`src/rtl/pmc_pkg.sv`:
```
// Shared types and constants for the polygon monotonicity check.
package pmc_pkg;

  localparam int MAX_VERTICES_DEF = 1024;
  localparam int COORD_BITS_DEF   = 16;
  localparam int TOTAL_W          = 11;
  localparam int REV_W            = 2;
  localparam logic [REV_W-1:0] REV_LIMIT = 2'd2;

  typedef enum logic [1:0] {
    ST_LOAD   = 2'd0,
    ST_WALK   = 2'd1,
    ST_DRAIN  = 2'd2,
    ST_FINISH = 2'd3
  } state_t;

  typedef enum logic [1:0] {
    HEAD_UNSET = 2'd0,
    HEAD_UP    = 2'd1,
    HEAD_DOWN  = 2'd2
  } head_t;

  typedef struct packed {
    logic load;
    logic walk_init;
    logic rd_en;
    logic finish;
  } cmd_t;

  typedef struct packed {
    logic last_issue;
    logic out_busy;
  } sts_t;

endpackage

```
`src/rtl/pmc_ctrl.sv`:
```
// Controller state machine: load, walk, drain and result handoff.
module pmc_ctrl (
  input  logic          clk,
  input  logic          rst,
  input  logic          in_valid,
  input  logic          last_vertex,
  input  pmc_pkg::sts_t sts,
  output logic          in_stall,
  output pmc_pkg::cmd_t cmd
);

  pmc_pkg::state_t state;
  pmc_pkg::state_t state_next;

  always_ff @(posedge clk) begin
    if (rst) begin
      state <= pmc_pkg::ST_LOAD;
    end else begin
      state <= state_next;
    end
  end

  always_comb begin
    state_next    = state;
    in_stall      = 1'b1;
    cmd.load      = 1'b0;
    cmd.walk_init = 1'b0;
    cmd.rd_en     = 1'b0;
    cmd.finish    = 1'b0;
    case (state)
      pmc_pkg::ST_LOAD: begin
        in_stall      = 1'b0;
        cmd.load      = in_valid;
        cmd.walk_init = in_valid && last_vertex;
        if (in_valid && last_vertex) begin
          state_next = pmc_pkg::ST_WALK;
        end
      end
      pmc_pkg::ST_WALK: begin
        cmd.rd_en = 1'b1;
        if (sts.last_issue) begin
          state_next = pmc_pkg::ST_DRAIN;
        end
      end
      pmc_pkg::ST_DRAIN: begin
        state_next = pmc_pkg::ST_FINISH;
      end
      pmc_pkg::ST_FINISH: begin
        if (!sts.out_busy) begin
          cmd.finish = 1'b1;
          state_next = pmc_pkg::ST_LOAD;
        end
      end
      default: begin
        state_next = pmc_pkg::ST_LOAD;
      end
    endcase
  end

endmodule

```
`config.mk`:
```
export PLATFORM = sky130hd
export DESIGN_NAME = pmc_ctrl
export DESIGN_NICKNAME = d
export VERILOG_FILES = /design/src/rtl/pmc_pkg.sv /design/src/rtl/pmc_ctrl.sv
export SDC_FILE = /design/constraint.sdc
export NUM_CORES = 1
export LEC_CHECK = 0
export BUFFER_PORTS_ARGS = -buffer_cell sky130_fd_sc_hd__buf_2
export CORE_AREA = 2 2 39 41
export DETAILED_ROUTE_END_ITERATION = 6
export DIE_AREA = 0 0 41 43
export MAX_ROUTING_LAYER = met4
export PLACE_DENSITY = 0.34
export SYNTH_ARGS = -nofsm -noshare
export SYNTH_HDL_FRONTEND = slang
export SYNTH_SLANG_ARGS = --single-unit
```
`constraint.sdc`:
```
create_clock -name clk -period 1.3 [get_ports clk]
set_input_delay 0.13 -clock clk [delete_from_list [all_inputs] [get_ports clk]]
set_output_delay 0.13 -clock clk [all_outputs]
set_load 0.1 [all_outputs]
```
== Word-level counts from Yosys, hierarchy flattened ==
Cells that the tools add are included.

* Bits in read-only memories: 0
* Logic and storage cells: 19
* Output and inout bits: 5
* Bits in latches: 0
* Memory bits (writable): 0
* Register bits after elaboration: 2
* Memories kept: 0

* Add/sub/neg operators: 0
* Equal/unequal tests: 6
* Mux-type cells: 9
* Multiply operators: 0
* Reductions and logical operators: 3
* Shift-type cells: 0
* Divide/modulo/power cells: 0
* Order comparisons: 0
* Bitwise operators: 0

{| class="wikitable"
|+ Operators by type and width
! cell !! number
|-
| 2-bit two-way mux || 4
|-
| 2-bit one-hot mux with 4 select lines || 1
|-
| 2-bit inequality test (second input constant) || 3
|-
| 2-bit == test (second input constant) || 2
|-
| 1-bit two-way mux || 4
|-
| 3-bit AND reduction || 1
|-
| 2-bit by 1-bit == test with 1-bit output (second input constant) || 1
|-
| 2-bit zero test || 1
|-
| 1-bit logical AND || 1
|}

== Depth between registers and ports, before layout ==
* Depth after elaboration: 3
* Depth in mapped cells: 5

== Least setup slack after synthesis ==
No wires, ideal clock.

* Path type: reg2out
* Start: register state[0]
* End: output port cmd[0] (netlist name)
* Required time: 1.170 ns
* Path slack: -0.701 ns
* Arrival: 1.871 ns
* Cell stages (with the launch flop): 3
* Path through: dfxtp_1 -> ha_1 -> nor2b_1

{| class="wikitable"
|+ RTL lines
! element !! RTL line !! source
|-
| start: declaration || pmc_ctrl.sv:12 || <nowiki>pmc_pkg::state_t state;</nowiki>
|-
| start signal: assignment || pmc_ctrl.sv:17 || <nowiki>state <= pmc_pkg::ST_LOAD;</nowiki>
|-
| start signal: assignment || pmc_ctrl.sv:19 || <nowiki>state <= state_next;</nowiki>
|-
| end: declaration || pmc_ctrl.sv:9 || <nowiki>output pmc_pkg::cmd_t cmd</nowiki>
|}

==> flow_summary.ini <==
[logic_synthesis]
synth.avg_cell_area_um2 = 8.82
ys_seq_area_share_pct = 20.6
yosys-top-cells-count = ha_1, inv_1, nand2b_1, dfxtp_1
ys.flop_type = dfxtp_1
synthCells = 22
synth.area.top_cells = ha_1, dfxtp_1, nand2b_1
async_flop_share_pct = 0
yosys.area.top_type = ha_1
yosysUniqueCellTypes = 14
synth_edf_count = 0
synth.most_common_cell = ha_1
yosys_warnings = 0
synth_area_um2 = 194
netlist.area_leader.share_pct = 25.8
synth_fp_nets = 32
synth-seq-cells = 2

[run_status]
outcome = finished, final reports clean

[cells_and_area]
syn2layout_area_growth_pct = 143
n_antenna_cell = 0
layout.nets = 52
top_register = state
nFillCells = 145
reg_top3 = state: 2 flops
drive_gt1_share_pct = 75.0
largest_reg_flops = 2

[clocking]
clockBufferDepth = 2
cts_max_level = 1
numCtsBuffers = 3
cts-root-buf = clkbuf_4
clock-sinks = 2
clock_latency_ns = 0.22
clk_pin_slew_ns = 0.03
cts_tree = yes

[timing]
skew_ns = 0.00442
fmax_ghz = 0.791
worstMarginPinSlew_ns = 0.133
setup_viol = 0
min_period_ns = 1.26
fin_ws_ns = 0.0360
hold_violations = 0
drv_slew = 0
worst_slew_margin_rel_pct = 90.9
fin_crit_sh_pct = 97.2
whs_ns = 0.190

[critical_path]
cp.required_ns = 1.17
worstSetupPathType = reg -> out
critPathLaunchType = register
arrival_ns = 1.13
crit_fanout = 5
endpoint_kind = output port

[floorplan]
start_util_pct = 14.0
io-pin-count = 11
core-area_um2 = 1380
row_count = 14
dieArea_um2 = 1760
die_w_um = 41
die_y_um = 43

[global_routing]
grt_use_total_pct = 6.97
grt_pass1_wl_um = 765
grt_max_degree = 6
use_met1_pct = 6.69
antenna_found_initial = 0
grt_pass1_vias = 211
grt_overflow = 0
grt.met2_usage_pct = 9.69
met3_usage_pct = 2.09
busiest_layer = met2

[route]
drt-initial-drc-count = 0
dr.pass1.iters = 1
ant_nets = 0
vias = 210
routed_wl_um = 519
drcViolationCount = 0
via_per_inst = 3.75
wl_per_cell_um = 9.27

[job]
maxCapViolCount = 0

[worst_hold_path]
hp-class = in -> reg

[placement]
gp_congestion = 0.659
dpl_worst_slack_ns = 0.0338
port_buffers = 10
## worst paths after layout
| kind | from | end | slack [ns] | cells after the start |
|---|---|---|---|---|
| worst max-delay path | state[1]$_SDFFE_PP0P_ | cmd[2] | 0.04 | 4 |
| worst min-delay path | rst | state[0]$_SDFFE_PP0P_ | 0.19 | 3 |
| worst min register to register | state[0]$_SDFFE_PP0P_ | state[0]$_SDFFE_PP0P_ | 0.61 | 2 |
| worst max register to register | state[1]$_SDFFE_PP0P_ | state[1]$_SDFFE_PP0P_ | 0.08 | 6 |
## per-stage QoR
stage	std cells	setup TNS, ns	instance area (µm²)	util (%)
final	56	0	472	34.1
after CTS	54	0	427	30.8
after global routing	56	-0.0157	472	34.1
after floorplan	22	-0.0321	218	-
after global placement	51	0	385	27.8
after detailed placement	51	0	385	27.8
## layout make-up
type                    count  area (µm²)  area share [%]
clock buffers               3        22.5            4.77
inverters                   3        17.5            3.71
multi-input cells          17         193            40.8
flip-flops and latches      2        45.0            9.55
well taps                  16        20.0            4.24
repair buffers             15         174            36.9
## critical path, stage by stage (launching register included)
cell     delay [ns]
dfxtp_4        0.34
inv_4          0.06
ha_4           0.15
and3_4         0.19
buf_12         0.17
## logic make-up after synthesis
family	after synthesis	synth area share, %
buffers and inverters	3	5.81
AO/OA/AOI/OAI	3	12.3
multiplexers	1	5.16
flip-flops	2	20.6
AND/OR/NAND/NOR	9	30.3
adder cells (fa/ha/maj)	4	25.8
## per-layer routing
layer,vias up,wire [µm],part of all wire (%)
met5,-,0,0
met4,0,0,0
met3,0,43,8.3
met2,7,291,56
met1,96,184,35
li1,107,-,-
## timing repair
item	4_1_cts	5_1_grt
resized for setup	6	8
endpoints found under the setup margin	4	4
hold buffers	0	0
hold endpoints to repair	0	0
pin swaps	0	2
setup buffers	0	2
## layout by cell type (no fill, tap or decap), drive strengths merged
master / count
a21bo: 1
a31oi: 1
and2: 1
and3: 2
buf: 15
clkbuf: 3
clkinvlp: 1
dfxtp: 2
ha: 4
inv: 2
mux2i: 1
nand2: 1
nand2b: 3
nor2: 1
nor2b: 1
o21a: 1
Power is left out: the tool's default activity adds up to more than one toggle a clock period on the data nets, which glitch-free logic cannot reach.
